### src/design/jov_pkg.sv
// Package for the JSON object validator: parse phase codes, byte codes and
// literal spelling tables. No dependencies.
`timescale 1ns / 1ps

package jov_pkg;

    typedef logic [4:0] phase_t;

    localparam phase_t PH_LEAD      = 5'd0;
    localparam phase_t PH_OBJ_FIRST = 5'd1;
    localparam phase_t PH_OBJ_KEY   = 5'd2;
    localparam phase_t PH_COLON     = 5'd3;
    localparam phase_t PH_VALUE     = 5'd4;
    localparam phase_t PH_ARR_FIRST = 5'd5;
    localparam phase_t PH_AFTER     = 5'd6;
    localparam phase_t PH_TRAIL     = 5'd7;
    localparam phase_t PH_KSTR      = 5'd8;
    localparam phase_t PH_KESC      = 5'd9;
    localparam phase_t PH_KHEX      = 5'd10;
    localparam phase_t PH_VSTR      = 5'd11;
    localparam phase_t PH_VESC      = 5'd12;
    localparam phase_t PH_VHEX      = 5'd13;
    localparam phase_t PH_LIT       = 5'd14;
    localparam phase_t PH_MINUS     = 5'd15;
    localparam phase_t PH_ZERO      = 5'd16;
    localparam phase_t PH_INT       = 5'd17;
    localparam phase_t PH_DOT       = 5'd18;
    localparam phase_t PH_FRAC      = 5'd19;
    localparam phase_t PH_E         = 5'd20;
    localparam phase_t PH_ESIGN     = 5'd21;
    localparam phase_t PH_EXP       = 5'd22;

    typedef logic [1:0] lit_kind_t;

    localparam lit_kind_t LIT_TRUE  = 2'd0;
    localparam lit_kind_t LIT_FALSE = 2'd1;
    localparam lit_kind_t LIT_NULL  = 2'd2;

    localparam logic [7:0] CH_SPACE  = 8'h20;
    localparam logic [7:0] CH_TAB    = 8'h09;
    localparam logic [7:0] CH_LF     = 8'h0A;
    localparam logic [7:0] CH_CR     = 8'h0D;
    localparam logic [7:0] CH_QUOTE  = 8'h22;
    localparam logic [7:0] CH_BSLASH = 8'h5C;
    localparam logic [7:0] CH_SLASH  = 8'h2F;
    localparam logic [7:0] CH_LBRACE = 8'h7B;
    localparam logic [7:0] CH_RBRACE = 8'h7D;
    localparam logic [7:0] CH_LBRACK = 8'h5B;
    localparam logic [7:0] CH_RBRACK = 8'h5D;
    localparam logic [7:0] CH_COMMA  = 8'h2C;
    localparam logic [7:0] CH_COLON  = 8'h3A;
    localparam logic [7:0] CH_MINUS  = 8'h2D;
    localparam logic [7:0] CH_PLUS   = 8'h2B;
    localparam logic [7:0] CH_DOT    = 8'h2E;
    localparam logic [7:0] CH_ZERO   = 8'h30;
    localparam logic [7:0] CH_ONE    = 8'h31;
    localparam logic [7:0] CH_NINE   = 8'h39;
    localparam logic [7:0] CH_LO_A   = 8'h61;
    localparam logic [7:0] CH_LO_B   = 8'h62;
    localparam logic [7:0] CH_LO_E   = 8'h65;
    localparam logic [7:0] CH_LO_F   = 8'h66;
    localparam logic [7:0] CH_LO_L   = 8'h6C;
    localparam logic [7:0] CH_LO_N   = 8'h6E;
    localparam logic [7:0] CH_LO_R   = 8'h72;
    localparam logic [7:0] CH_LO_S   = 8'h73;
    localparam logic [7:0] CH_LO_T   = 8'h74;
    localparam logic [7:0] CH_LO_U   = 8'h75;
    localparam logic [7:0] CH_UP_A   = 8'h41;
    localparam logic [7:0] CH_UP_E   = 8'h45;
    localparam logic [7:0] CH_UP_F   = 8'h46;
    localparam logic [7:0] CH_CTRL_END = 8'h20;

    localparam logic [2:0] HEX_DIGITS = 3'd4;

    function automatic logic [2:0] lit_len(input lit_kind_t kind);
        case (kind)
            LIT_TRUE:  lit_len = 3'd4;
            LIT_FALSE: lit_len = 3'd5;
            LIT_NULL:  lit_len = 3'd4;
            default:   lit_len = 3'd0;
        endcase
    endfunction

    function automatic logic [7:0] lit_char(input lit_kind_t kind, input logic [2:0] pos);
        logic [7:0] c;
        c = 8'h00;
        case ({kind, pos})
            {LIT_TRUE, 3'd0}:  c = CH_LO_T;
            {LIT_TRUE, 3'd1}:  c = CH_LO_R;
            {LIT_TRUE, 3'd2}:  c = CH_LO_U;
            {LIT_TRUE, 3'd3}:  c = CH_LO_E;
            {LIT_FALSE, 3'd0}: c = CH_LO_F;
            {LIT_FALSE, 3'd1}: c = CH_LO_A;
            {LIT_FALSE, 3'd2}: c = CH_LO_L;
            {LIT_FALSE, 3'd3}: c = CH_LO_S;
            {LIT_FALSE, 3'd4}: c = CH_LO_E;
            {LIT_NULL, 3'd0}:  c = CH_LO_N;
            {LIT_NULL, 3'd1}:  c = CH_LO_U;
            {LIT_NULL, 3'd2}:  c = CH_LO_L;
            {LIT_NULL, 3'd3}:  c = CH_LO_L;
            default:           c = 8'h00;
        endcase
        lit_char = c;
    endfunction

endpackage

### src/design/json_object_validator.sv
// JSON object validator top level: byte input register, grammar state machine,
// verdict output register. Depends on jov_pkg.
`timescale 1ns / 1ps
//
//  channel   | signals                                   | moves
//  ----------+-------------------------------------------+-----------------------------
//  input     | data_valid, data_stall, data_byte, last_byte | one document byte
//  result    | result_valid, result_stall, is_valid      | verdict for the finished doc
//  config    | cfg_write, cfg_data                       | depth_limit, no read-back
//
//  One byte per cycle sustained while data_stall is low; result_valid rises from a register
//  that is set when the state machine steps on the last byte held in the input register.
//  The grammar state machine advances once per byte from the input register.
//  Reset clears the parser state and sets depth_limit to 16.
//  A waiting verdict holds the input register only when the next byte is also a last byte;
//  otherwise bytes keep flowing while result_stall is high.

module json_object_validator
    import jov_pkg::*;
#(
    parameter int MAX_NESTING = 16
)
(
    input  logic       clk,
    input  logic       rst_n,
    input  logic       cfg_write,
    input  logic [4:0] cfg_data,
    input  logic       data_valid,
    output logic       data_stall,
    input  logic [7:0] data_byte,
    input  logic       last_byte,
    output logic       result_valid,
    input  logic       result_stall,
    output logic       is_valid
);

    localparam int LW = $clog2(MAX_NESTING + 1);
    localparam int CW = (LW + 1 > 5) ? LW + 1 : 5;

    logic [4:0]    depth_limit_reg;
    logic          in_valid_reg;
    logic [7:0]    in_byte_reg;
    logic          in_last_reg;
    phase_t        phase_reg, phase_next;
    logic          kinds_reg [0:MAX_NESTING];
    logic [LW-1:0] level_reg, level_next;
    logic [2:0]    hex_reg, hex_next;
    lit_kind_t     lit_kind_reg, lit_kind_next;
    logic [2:0]    lit_pos_reg, lit_pos_next;
    logic          error_reg, error_next;
    logic          out_valid_reg;
    logic          out_value_reg;

    logic          go;
    logic          step;
    logic [7:0]    b;
    logic          is_ws, is_digit, is_hex, is_esc, is_exp_mark;
    logic          cur_kind;
    logic [CW-1:0] eff_limit;
    logic [CW-1:0] up_level;
    logic          fail;
    logic          do_after, do_close, close_kind, do_start;
    logic          kind_we;
    logic [LW-1:0] kind_wa;
    logic          kind_wd;
    logic          verdict;

    assign go         = !(in_last_reg && out_valid_reg && result_stall);
    assign step       = in_valid_reg && go;
    assign data_stall = in_valid_reg && !go;

    assign b           = in_byte_reg;
    assign is_ws       = (b == CH_SPACE) || (b == CH_TAB) || (b == CH_LF) || (b == CH_CR);
    assign is_digit    = (b >= CH_ZERO) && (b <= CH_NINE);
    assign is_hex      = is_digit || ((b >= CH_LO_A) && (b <= CH_LO_F))
                         || ((b >= CH_UP_A) && (b <= CH_UP_F));
    assign is_esc      = (b == CH_QUOTE) || (b == CH_BSLASH) || (b == CH_SLASH)
                         || (b == CH_LO_B) || (b == CH_LO_F) || (b == CH_LO_N)
                         || (b == CH_LO_R) || (b == CH_LO_T);
    assign is_exp_mark = (b == CH_LO_E) || (b == CH_UP_E);
    assign cur_kind    = kinds_reg[level_reg];
    assign eff_limit   = (CW'(depth_limit_reg) > CW'(MAX_NESTING)) ? CW'(MAX_NESTING)
                                                                   : CW'(depth_limit_reg);
    assign up_level    = CW'(level_reg) + CW'(1);

    always_comb
    begin
        phase_next    = phase_reg;
        level_next    = level_reg;
        hex_next      = hex_reg;
        lit_kind_next = lit_kind_reg;
        lit_pos_next  = lit_pos_reg;
        fail          = 1'b0;
        do_after      = 1'b0;
        do_close      = 1'b0;
        close_kind    = 1'b0;
        do_start      = 1'b0;
        kind_we       = 1'b0;
        kind_wa       = level_reg;
        kind_wd       = 1'b0;

        unique case (phase_reg) inside
            PH_LEAD:
            begin
                if (b == CH_LBRACE)
                begin
                    level_next = '0;
                    kind_we    = 1'b1;
                    kind_wa    = '0;
                    kind_wd    = 1'b0;
                    phase_next = PH_OBJ_FIRST;
                end
                else if (!is_ws)
                    fail = 1'b1;
            end
            PH_OBJ_FIRST:
            begin
                if (b == CH_QUOTE)
                    phase_next = PH_KSTR;
                else if (b == CH_RBRACE)
                begin
                    do_close   = 1'b1;
                    close_kind = 1'b0;
                end
                else if (!is_ws)
                    fail = 1'b1;
            end
            PH_OBJ_KEY:
            begin
                if (b == CH_QUOTE)
                    phase_next = PH_KSTR;
                else if (!is_ws)
                    fail = 1'b1;
            end
            PH_COLON:
            begin
                if (b == CH_COLON)
                    phase_next = PH_VALUE;
                else if (!is_ws)
                    fail = 1'b1;
            end
            PH_VALUE:
                do_start = !is_ws;
            PH_ARR_FIRST:
            begin
                if (b == CH_RBRACK)
                begin
                    do_close   = 1'b1;
                    close_kind = 1'b1;
                end
                else
                    do_start = !is_ws;
            end
            PH_AFTER:
                do_after = 1'b1;
            PH_TRAIL:
                fail = !is_ws;
            PH_KSTR, PH_VSTR:
            begin
                if (b == CH_QUOTE)
                    phase_next = (phase_reg == PH_KSTR) ? PH_COLON : PH_AFTER;
                else if (b < CH_CTRL_END)
                    fail = 1'b1;
                else if (b == CH_BSLASH)
                    phase_next = phase_reg + 5'd1;
            end
            PH_KESC, PH_VESC:
            begin
                if (is_esc)
                    phase_next = phase_reg - 5'd1;
                else if (b == CH_LO_U)
                begin
                    hex_next   = HEX_DIGITS;
                    phase_next = phase_reg + 5'd1;
                end
                else
                    fail = 1'b1;
            end
            PH_KHEX, PH_VHEX:
            begin
                if (!is_hex || hex_reg == 3'd0)
                    fail = 1'b1;
                else
                begin
                    hex_next = hex_reg - 3'd1;
                    if (hex_reg == 3'd1)
                        phase_next = phase_reg - 5'd2;
                end
            end
            PH_LIT:
            begin
                if (lit_pos_reg >= lit_len(lit_kind_reg)
                    || b != lit_char(lit_kind_reg, lit_pos_reg))
                    fail = 1'b1;
                else
                begin
                    lit_pos_next = lit_pos_reg + 3'd1;
                    if (lit_pos_reg + 3'd1 == lit_len(lit_kind_reg))
                        phase_next = PH_AFTER;
                end
            end
            PH_MINUS:
            begin
                if (b == CH_ZERO)
                    phase_next = PH_ZERO;
                else if (is_digit)
                    phase_next = PH_INT;
                else
                    fail = 1'b1;
            end
            PH_ZERO, PH_INT:
            begin
                if (is_digit)
                    fail = (phase_reg == PH_ZERO);
                else if (b == CH_DOT)
                    phase_next = PH_DOT;
                else if (is_exp_mark)
                    phase_next = PH_E;
                else
                    do_after = 1'b1;
            end
            PH_DOT:
            begin
                if (is_digit)
                    phase_next = PH_FRAC;
                else
                    fail = 1'b1;
            end
            PH_FRAC:
            begin
                if (is_exp_mark)
                    phase_next = PH_E;
                else if (!is_digit)
                    do_after = 1'b1;
            end
            PH_E:
            begin
                if (b == CH_PLUS || b == CH_MINUS)
                    phase_next = PH_ESIGN;
                else if (is_digit)
                    phase_next = PH_EXP;
                else
                    fail = 1'b1;
            end
            PH_ESIGN:
            begin
                if (is_digit)
                    phase_next = PH_EXP;
                else
                    fail = 1'b1;
            end
            PH_EXP:
                do_after = !is_digit;
            default:
                fail = 1'b1;
        endcase

        if (do_after)
        begin
            phase_next = PH_AFTER;
            if (b == CH_COMMA)
                phase_next = cur_kind ? PH_VALUE : PH_OBJ_KEY;
            else if (b == CH_RBRACE)
            begin
                do_close   = 1'b1;
                close_kind = 1'b0;
            end
            else if (b == CH_RBRACK)
            begin
                do_close   = 1'b1;
                close_kind = 1'b1;
            end
            else if (!is_ws)
                fail = 1'b1;
        end

        if (do_close)
        begin
            if (cur_kind != close_kind)
                fail = 1'b1;
            else if (level_reg == '0)
                phase_next = PH_TRAIL;
            else
            begin
                level_next = level_reg - LW'(1);
                phase_next = PH_AFTER;
            end
        end

        if (do_start)
        begin
            if (up_level > eff_limit)
                fail = 1'b1;
            else if (b == CH_LBRACE || b == CH_LBRACK)
            begin
                level_next = LW'(up_level);
                kind_we    = 1'b1;
                kind_wa    = LW'(up_level);
                kind_wd    = (b == CH_LBRACK);
                phase_next = (b == CH_LBRACK) ? PH_ARR_FIRST : PH_OBJ_FIRST;
            end
            else if (b == CH_QUOTE)
                phase_next = PH_VSTR;
            else if (b == CH_LO_T || b == CH_LO_F || b == CH_LO_N)
            begin
                lit_kind_next = (b == CH_LO_T) ? LIT_TRUE
                              : (b == CH_LO_F) ? LIT_FALSE : LIT_NULL;
                lit_pos_next  = 3'd1;
                phase_next    = PH_LIT;
            end
            else if (b == CH_MINUS)
                phase_next = PH_MINUS;
            else if (b == CH_ZERO)
                phase_next = PH_ZERO;
            else if (b >= CH_ONE && b <= CH_NINE)
                phase_next = PH_INT;
            else
                fail = 1'b1;
        end

        // Drop everything once an error has stuck.
        if (error_reg)
        begin
            phase_next    = phase_reg;
            level_next    = level_reg;
            hex_next      = hex_reg;
            lit_kind_next = lit_kind_reg;
            lit_pos_next  = lit_pos_reg;
            fail          = 1'b0;
            kind_we       = 1'b0;
        end
        error_next = error_reg || fail;
    end

    assign verdict = !error_next && (phase_next == PH_TRAIL);

    always_ff @(posedge clk or negedge rst_n)
    begin
        if (!rst_n)
        begin
            depth_limit_reg <= 5'd16;
            in_valid_reg    <= 1'b0;
            phase_reg       <= PH_LEAD;
            level_reg       <= '0;
            hex_reg         <= '0;
            lit_kind_reg    <= LIT_TRUE;
            lit_pos_reg     <= '0;
            error_reg       <= 1'b0;
            out_valid_reg   <= 1'b0;
        end
        else
        begin
            if (cfg_write)
                depth_limit_reg <= cfg_data;

            if (data_valid && !data_stall)
                in_valid_reg <= 1'b1;
            else if (go)
                in_valid_reg <= 1'b0;

            if (step)
            begin
                if (in_last_reg)
                begin
                    phase_reg    <= PH_LEAD;
                    level_reg    <= '0;
                    hex_reg      <= '0;
                    lit_kind_reg <= LIT_TRUE;
                    lit_pos_reg  <= '0;
                    error_reg    <= 1'b0;
                end
                else
                begin
                    phase_reg    <= phase_next;
                    level_reg    <= level_next;
                    hex_reg      <= hex_next;
                    lit_kind_reg <= lit_kind_next;
                    lit_pos_reg  <= lit_pos_next;
                    error_reg    <= error_next;
                end
            end

            if (step && in_last_reg)
                out_valid_reg <= 1'b1;
            else if (!result_stall)
                out_valid_reg <= 1'b0;
        end
    end

    always_ff @(posedge clk)
    begin
        if (data_valid && !data_stall)
        begin
            in_byte_reg <= data_byte;
            in_last_reg <= last_byte;
        end
        if (step && kind_we)
            kinds_reg[kind_wa] <= kind_wd;
        if (step && in_last_reg)
            out_value_reg <= verdict;
    end

    assign result_valid = out_valid_reg;
    assign is_valid     = out_value_reg;

endmodule
### config.mk
export PLATFORM = sky130hd
export DESIGN_NAME = json_object_validator
export DESIGN_NICKNAME = d
export VERILOG_FILES = /design/src/design/jov_pkg.sv /design/src/design/json_object_validator.sv
export SDC_FILE = /design/constraint.sdc
export NUM_CORES = 1
export LEC_CHECK = 0
export ABC_AREA = 1
export ABC_CLOCK_PERIOD_IN_PS = 4300
export BUFFER_PORTS_ARGS = -buffer_cell sky130_fd_sc_hd__buf_4
export CORE_ASPECT_RATIO = 1.1
export CORE_UTILIZATION = 40
export CTS_BUF_LIST = sky130_fd_sc_hd__clkbuf_16
export DETAILED_ROUTE_END_ITERATION = 8
export HOLD_SLACK_MARGIN = 0.1
export PLACE_DENSITY = 0.57
export REMOVE_ABC_BUFFERS = 1
export SLEW_MARGIN = 20
export SYNTH_ARGS = -nofsm -noshare
export SYNTH_HDL_FRONTEND = slang
export SYNTH_SLANG_ARGS = --single-unit
### constraint.sdc
create_clock -name clk -period 4.3 [get_ports clk]
set_clock_uncertainty 0.15 [all_clocks]
set_input_delay 0.645 -clock clk [delete_from_list [all_inputs] [get_ports clk]]
set_output_delay 0.645 -clock clk [all_outputs]
set_load 0.05 [all_outputs]
* Word level (Yosys, flattened, before mapping)
Memories as Yosys holds them, arrays and structs flattened.
Index checks and enable logic that the tools add are counted.
** Operators by class
- Reduce and logical (&&, ||, !) cells :: 56
- Mux-type cells :: 151
- Order comparisons :: 11
- Eq/ne operators :: 63
- $add $sub $neg :: 7
** Operators with widths (number)
- 5-bit two-way mux :: 47
- 8-bit by 7-bit == test with 1-bit output, second input constant :: 13
- 8-bit by 6-bit == test with 1-bit output, second input constant :: 9
- 1-bit two-way mux :: 66
- 5-bit one-hot mux with 13 select lines :: 1
- 3-bit two-way mux :: 21
- 5-bit by 4-bit == test with 1-bit output, second input constant :: 8
- 5-bit == test, second input constant :: 7
- 5-bit by 3-bit == test with 1-bit output, second input constant :: 5
- 8-bit by 4-bit == test with 1-bit output, second input constant :: 3
- 1-bit logical OR :: 20
- 2-bit two-way mux :: 9
- 8-bit by 6-bit >= comparator with 1-bit output, second input constant :: 2
- 8-bit by 7-bit >= comparator with 1-bit output, second input constant :: 2
- 8-bit by 7-bit less-or-equal comparator with 1-bit output, second input constant :: 2
- 1-bit one-hot mux with 14 select lines :: 1
- 2-bit OR reduction :: 7
- 1-bit logical AND :: 12
- 3-bit one-hot mux with 2 select lines :: 2
- 5-bit by 2-bit == test with 1-bit output, second input constant :: 2
- 5-bit logical NOT :: 2
- 5-bit by 1-bit subtractor with 5-bit output, second input constant :: 2
- 3-bit inequality test, second input constant :: 3
- 8-bit by 6-bit less-or-equal comparator with 1-bit output, second input constant :: 1
- 30 further kinds :: 41
** Storage, ports and cells
- Memories :: 2
- Bits in read-only memories :: 224
- Memory bits (writable) :: 17
- Input port bits :: 19
- Flip-flop bits (word level) :: 36
- Logic and storage cells :: 302
** Memory list
- (name not given) :: words 32, bits a word 7, rd ports 1, clocked after memory_dff 0, wr ports 0, RTL line jov_pkg.sv:87 : case ({kind, pos})
- kinds_reg :: words 17, bits a word 1, rd ports 1, clocked after memory_dff 0, wr ports 1, RTL line json_object_validator.sv:45 : logic kinds_reg [0:MAX_NESTING];

* Depth between registers and ports, before layout
Gate-level depths: netlist (run 1).
- Depth in word-level cells :: 29
- Mapped depth :: 25
- Mapped depth without buffers :: 24

* Least setup slack after synthesis (run 1)
Ideal clock, no wire load.
- Path kind :: reg-to-reg
- Start :: register level_reg[0]
- End :: memory kinds_reg[16], enable pin
- Arrival time :: 2.684 ns
- Data required time :: 3.832 ns
- Period minus slack after synthesis :: 3.152 ns
- Path buffers :: 1
- Path slack :: 1.148 ns
- Stages on the path, launching flop included :: 18
- Cell sequence :: dfrtp_1 > inv_1 > buf_2 > ha_1 > ha_1 > a21oi_1 > nor2_1 > o31ai_1 > o21ai_0 > nor2_4 > inv_4 > nor2_8 > inv_4 > nand3_1 > o21ai_2 > inv_2 > nand3_2 > nor4_2
** Between the ends
- Longest elaborated chain between the ends :: 8
** Ends and longest elaborated chain
- start, declared :: RTL line json_object_validator.sv:46 : logic [LW-1:0] level_reg, level_next;
- start signal, assigned :: RTL line json_object_validator.sv:375 : level_reg <= level_next;
- 5-bit by 1-bit adder with 6-bit output :: RTL line json_object_validator.sv:84 : assign up_level = CW'(level_reg) + CW'(1);
- 6-bit by 5-bit > comparator with 1-bit output :: RTL line json_object_validator.sv:292 : if (up_level > eff_limit)
- 1-bit two-way mux :: RTL line json_object_validator.sv:292
- 1-bit two-way mux :: RTL line json_object_validator.sv:290 : if (do_start)
- 1-bit two-way mux :: RTL line json_object_validator.sv:322 : if (error_reg)
- 1-bit logical AND :: RTL line json_object_validator.sv:397 : if (step && kind_we)
- 1-bit two-way mux :: RTL line json_object_validator.sv:397
- 1-bit two-way mux (not written as such) :: RTL line json_object_validator.sv:398 : kinds_reg[kind_wa] <= kind_wd;
- end, declared :: RTL line json_object_validator.sv:45
Parallel ways exist; a longest one is shown, timed or not.

* Worst setup path after layout (run 1)
- Start :: register level_reg[0]
- End :: memory kinds_reg[7], enable pin
Same word-level chain as after synthesis.

==> impl_metrics.toml, run 1 <==
[run_status]
outcome = "complete, no violations"

[clock_network]
cts_hold_buffers = 0
root_buffer = "sky130_fd_sc_hd__clkbuf_16"
post_cts_resized = 0
htree_num_levels = 2
cts_setup_buffers = 0
tritoncts = "yes"
path_clk_slew_ns = 0.07
clock_latency_ns = 0.30
clockBufferDepth = 2
tritoncts_num_sinks = 53
numCtsBuffers = 5

[sta]
worst_hold_slack_ns = 0.1065
final.setup.worst_slack_ns = 0.7322
relSlewSlack_pct = 34.01
fin_crit_sh_pct = 82.97
finalCriticalPeriod_ns = 3.568
setup_viol = 0
hold_viol = 0
worstMarginPinSlew_ns = 0.9862
maxClockFrequency_mhz = 280.3
unrepaired_setup_endpoints_after_global_routing = "no"
tns_ns = 0
report.final.slew_viol_count = 0

[flow_run]
cap_violations = 0

[worst_setup_path]
critical_path_buf_inv_count = 2
most_numerous_cell_on_the_critical_path = "sky130_fd_sc_hd__nand3_1"
slowest_cell_on_crit_path = "sky130_fd_sc_hd__dfrtp_1"
crit_path_max_fanout = 10
crit_family = "simple AND/OR/NAND/NOR gates"
setup.worst_path.class = "register to register"
crit_chain = "ha_1, nand3_1, xor2_1, inv_1, ha_1, nand3_1, nor2_1, o31ai_1, o21ai_0, nor2_4, inv_4, a21oi_1, nand3_1, nor2_1"
critPathArrivalTime_ns = 3.44
critPathRequiredTime_ns = 4.17
crit_path_end_kind = "register"
critPathMaxStageDelay_ns = 0.54
timing.critical_path.from_type = "register"

[synthesis]
synth_fa_ha_area_share_pct = 6.450
mappedNetlistArea_sq_um = 5431
yosys.area_share.simple_pct = 40.41
synth_top_flop_cell = "sky130_fd_sc_hd__edfxtp_1"
syn_inst = 833
seq_area_frac_synth_pct = 26.93
yosys.area_share.xor_xnor_pct = 1.613
post-synth-top-area-fraction_pct = 16.38
synth_largest_area_cell = "sky130_fd_sc_hd__nand2_1"
synth.ff_latch_count = 53
synth.yosys.warnings = 0
synth-compound-area-share_pct = 13.36
synth_top_cells_by_area = "sky130_fd_sc_hd__nand2_1 16%, sky130_fd_sc_hd__edfxtp_1 15%, sky130_fd_sc_hd__dfrtp_1 12%"
main_combinational_cell_family_by_area_after_synthesis = "simple AND/OR/NAND/NOR gates"
synthMuxAreaShare_pct = 0.6220
synth_enable_flop_cells = 27
async_flop_share_pct = 49.06
post_synth.cell_area_avg_sq_um = 6.520
synth_cell_type_count = 51

[global_route]
grt_total_ovfl = 0
vias_in_the_first_global_route = 5242
groute.usage.overall_pct = 23.89
grt_start_max_net_pins = 27
wire_length_of_the_first_global_routing_pass_mm = 26.63
initial_antenna_violation_count = 0

[layout]
final-instance-count-excl-fill = 1011
largest_register_ffs = 17
leading_cell_types_in_the_layout_fill_and_taps_excluded = "237 x sky130_fd_sc_hd__nand2_1, 97 x sky130_fd_sc_hd__nor2_1, 95 x sky130_fd_sc_hd__inv_1"
nNetsFinal = 896
antenna_cells_inserted = 0
post_route_cells_drive_above_1_share_pct = 14.59
area_growth_syn_to_layout_pct = 8.155
post-route-cell-area_sq_um = 5874
final_common_cell = "sky130_fd_sc_hd__nand2_1"
utilization_pct = 44.46

[routing]
post-route-drc-count = 0
num_vias = 5498
detail-route-antenna-nets = 0
detail_route.iter0.violations = 375
detail_route.vias_per_cell = 5.438
wl_per_cell_um = 15.92
first_pass_iters = 5
drt_wl_total_mm = 16.09

[placement]
placedInstanceArea_sq_um = 5720
dpl.cell_count = 1003
pre_cts_ws_ns = 0.7400
globalplace.congestion = 0.9795
place_hpwl_mm = 13.11
numPortBuffers = 21

[min_path]
hold_path_class = "input port to asynchronous set/reset pin"

[die]
top_level_ports = 22
placement_rows = 44
core-area_sq_um = 13210
die-width_um = 113.1
start_util_pct = 41.11
die_h_um = 124.2
floorplan.die_area_sq_um = 14050

[pwr]
power_density_nw_per_um2 = 325.2
power_leakage_nw = 2.848
worst_ir_drop_vdd_mv = 0.1907
p_total_mw = 1.911
==> where the power goes <==
group | internal [mW] | total (mW) | switching (mW)
combinational | 0.285 | 0.853 | 0.568
clock | 0.223 | 0.420 | 0.196
sequential | 0.563 | 0.638 | 0.0757
total | 1.07 | 1.91 | 0.840
==> cell families after synthesis <==
group	count (synthesis)
and+or+nand+nor	487
xor gates and xnor gates	10
DFF	53
AOI/OAI and AO/OA	114
adders and majority gates	28
buffers and inverters	138
muxes	3
==> area by class of cell <==
type	instances	area, sq um
repair buffers	27	202.7
clock inverters	3	28.78
multi-input cells	642	3392
fillers	1434	7338
well taps	161	201.4
clock buffers	5	125.1
flip-flops and latches	53	1463
inverters	120	461.7
==> worst paths after layout <==
check | startpoint | end | slack (ns) | cells after the start
hold / removal | rst_n | level_reg[3] | 0.11 | 1
setup reg to reg | level_reg[0] | kinds_reg[7] | 0.73 | 14
min in group clk | result_valid | result_valid | 0.35 | 2
max in group asynchronous | rst_n | depth_limit_reg[4] | 3.58 | 1
hold reg to reg | result_valid | result_valid | 0.35 | 2
setup / recovery | level_reg[0] | kinds_reg[7] | 0.73 | 14
==> per-layer routing <==
layer / routed length [um] / share of wire, % / global-route usage (%) / up-vias
met1: 7199 / 45 / 30.43 / 2523
met5: 0 / 0 / 0 / -
met2: 7434 / 46 / 39.55 / 175
met4: 739 / 4.6 / 11.92 / 0
li1: - / - / - / 2748
met3: 719 / 4.5 / 3.027 / 52
==> synth_stat cells (all sizes together), types with 3 or more instances <==
library cell  instances
mux2                  3
xnor2                 3
buf                  13
nor2                122
nand2               256
o22ai                 9
xor2                  7
o31ai                 4
inv                 118
a31oi                 3
dfrtp                25
nand3                82
a21oi                22
a22oi                 4
nand4                12
o211ai                7
nand3b                4
edfxtp               27
nor3                  7
ha                   28
o21ai                57
clkbuf                5
nor4                  3
Note: power is estimated with default switching activity, not from simulation.
==> inputs of run 2 (changes only) <==
ABC_CLOCK_PERIOD_IN_PS = 3000   (was 4300)
PLACE_DENSITY = 0.59   (was 0.57)
clock period = 3 ns   (was 4.3 ns; I/O delays follow)
==> impl_metrics.toml, run 2 (synthesis results as in run 1) <==
[pwr]
p_comb_share_pct = 49.8
power.switching_fraction_pct = 42.61
power_leakage_nw = 3.319
seq_power_share_pct = 29.3
power_density_nw_per_um2 = 437.7
p_int_mw = 1.757
power.net_switching_mw = 1.305
pwr-share-clk_pct = 20.9
p_total_mw = 3.062
worst_ir_drop_vdd_mv = 0.2867

[clock_network]
numCtsBuffers = 5
clockBufferDepth = 2
tritoncts = "yes"
path_clk_slew_ns = 0.07
clock_latency_ns = 0.30
root_buffer = "sky130_fd_sc_hd__clkbuf_16"
htree_num_levels = 2
tritoncts_num_sinks = 53

[global_route]
grt_total_ovfl = 0
vias_in_the_first_global_route = 5480
grt_most_used_layer = "met2"
groute.usage.overall_pct = 24.12
globalRouteMet1Util_pct = 32.17
wire_length_of_the_first_global_routing_pass_mm = 26.85
gr-usage-met3_pct = 2.637
groute.layer.met2.usage_pct = 40.49
grt_start_max_net_pins = 27
initial_antenna_violation_count = 0

[routing]
detail-route-antenna-nets = 0
drt_wl_total_mm = 17.05
num_vias = 5792
detail_route.iter0.violations = 435
first_pass_iters = 5
detail_route.vias_per_cell = 5.294
post-route-drc-count = 0
wl_per_cell_um = 15.58

[layout]
filler_cell_count = 1303
antenna_cells_inserted = 0
largest_register_ffs = 17
multi_input_comb_area_sq_um = 3835
post_route_cells_drive_above_1_share_pct = 29.37
final-instance-count-excl-fill = 1094
nNetsFinal = 979
area_growth_syn_to_layout_pct = 28.82
leading_cell_types_in_the_layout_fill_and_taps_excluded = "234 x sky130_fd_sc_hd__nand2_1, 102 x sky130_fd_sc_hd__buf_4, 91 x sky130_fd_sc_hd__inv_1"
final_common_cell = "sky130_fd_sc_hd__nand2_1"
final-seq-area_sq_um = 1468

[worst_setup_path]
critPathMaxStageDelay_ns = 0.43
slowest_cell_on_crit_path = "sky130_fd_sc_hd__dfrtp_1"
crit_path_max_fanout = 7
timing.critical_path.from_type = "register"
crit_chain = "ha_4, nand3_4, xor2_2, inv_2, ha_4, nand3_2, nand3b_1, o31ai_2, o21ai_2, nor2_4, inv_4, nor2_8, inv_8, a21oi_4, nand3_4, nor2_4"
setup.worst_path.class = "register to register"
critPathArrivalTime_ns = 3.02
critPathRequiredTime_ns = 2.87
crit_path_end_kind = "register"

[min_path]
hold_path_class = "input port to register"

[sta]
report.final.slew_viol_count = 0
finalCriticalPeriod_ns = 3.143
unrepaired_setup_endpoints_after_global_routing = "yes"
fin_crit_sh_pct = 104.8
final.setup.worst_slack_ns = -0.1432
setup_viol = 19
hold_viol = 0
relSlewSlack_pct = 62.60
worst_hold_slack_ns = 0.1707
maxClockFrequency_mhz = 318.1
worstMarginPinSlew_ns = 0.5589

[placement]
numPortBuffers = 21
globalplace.congestion = 0.9775
place_hpwl_mm = 13.24
dpl.cell_count = 1069

[die]
core-area_sq_um = 13210
top_level_ports = 22
placement_rows = 44
start_util_pct = 41.11
die_h_um = 124.2
floorplan.die_area_sq_um = 14050
die-width_um = 113.1

[flow_run]
cap_violations = 0

[run_status]
failed_checks = "negative setup slack"
outcome = "finished, violations left"
run 2: cell types whose count changed in the layout (fill, tap and decap cells not counted), moves of 6 or more:
| cell | change |
|---|---|
| sky130_fd_sc_hd__ha_4 | +8 |
| sky130_fd_sc_hd__o21ai_0 | -9 |
| sky130_fd_sc_hd__buf_4 | +75 |
| sky130_fd_sc_hd__ha_1 | -9 |
| sky130_fd_sc_hd__nand3_1 | -13 |
| sky130_fd_sc_hd__nor2_2 | +12 |
| sky130_fd_sc_hd__nand3_4 | +7 |
| sky130_fd_sc_hd__buf_6 | +6 |
| sky130_fd_sc_hd__nand3_2 | +6 |
| sky130_fd_sc_hd__nor2_1 | -18 |
| sky130_fd_sc_hd__nor2_4 | +6 |
run 2: final cells by class:
cell class                 instances  share of cell area, %
clock buffer                       6                  2.146
clock inverter                     2                 0.1788
inverter                         120                  6.670
multi-input combinational        642                  54.81
tap                              161                  2.879
timing repair buffer             110                  12.34
sequential                        53                  20.98
run 2: stage by stage:
step	area, sq um	util [%]	setup WS (ns)	setup TNS (ns)
final	6997	52.95	-0.1432	-2.047
after global routing	6997	52.95	-0.3261	-6.450
after CTS	6605	49.99	-0.1231	-1.333
after detailed placement	6216	47.05	-0.2577	-4.720
after global placement	6216	47.05	-0.1688	-2.911
after floorplan	5316	-	-0.3483	-6.249
run 2: path summary, 6_finish.rpt:
| check | start | endpoint | slack [ns] | depth (start not counted) |
|---|---|---|---|---|
| max | level_reg[0] | kinds_reg[4] | -0.14 | 16 |
| min | last_byte | in_last_reg | 0.17 | 1 |
| max reg2reg | level_reg[0] | kinds_reg[4] | -0.14 | 16 |
| min reg2reg | depth_limit_reg[2] | depth_limit_reg[2] | 0.39 | 1 |
| max in group asynchronous | rst_n | depth_limit_reg[4] | 1.94 | 2 |
| min in group asynchronous | rst_n | level_reg[2] | 0.45 | 2 |
run 2: repair_timing:
action	4_1_cts	5_1_grt
resized for setup	31	80
hold endpoints to repair	25	0
hold buffers	1	0
setup endpoints to repair	24	33
buffers inserted	8	11
pin swaps	13	30
run 2: routing by layer:
| layer | routed length [um] | share of wire [%] |
|---|---|---|
| met5 | 0 | 0 |
| met4 | 366 | 2.1 |
| met3 | 827 | 4.9 |
| met2 | 8135 | 48 |
| met1 | 7716 | 45 |
run 2: power groups by stage:
stage	registers [mW]	clock network, mW	logic, mW
after floorplan	0.902	0	0.875
after global placement	0.907	0	1.36
after detailed placement	0.907	0	1.35
after CTS	0.892	0.648	1.38
after global routing	0.904	0.674	1.71
final	0.898	0.639	1.53
run 2: worst max-delay path, delay by kind of cell, from the launching register on:
family | cells | cell delay, ns
simple gates | 7 | 0.95
flops | 1 | 0.43
fa+ha+maj | 2 | 0.47
xor+xnor | 1 | 0.17
compound gates | 3 | 0.49
buf+inv | 3 | 0.19
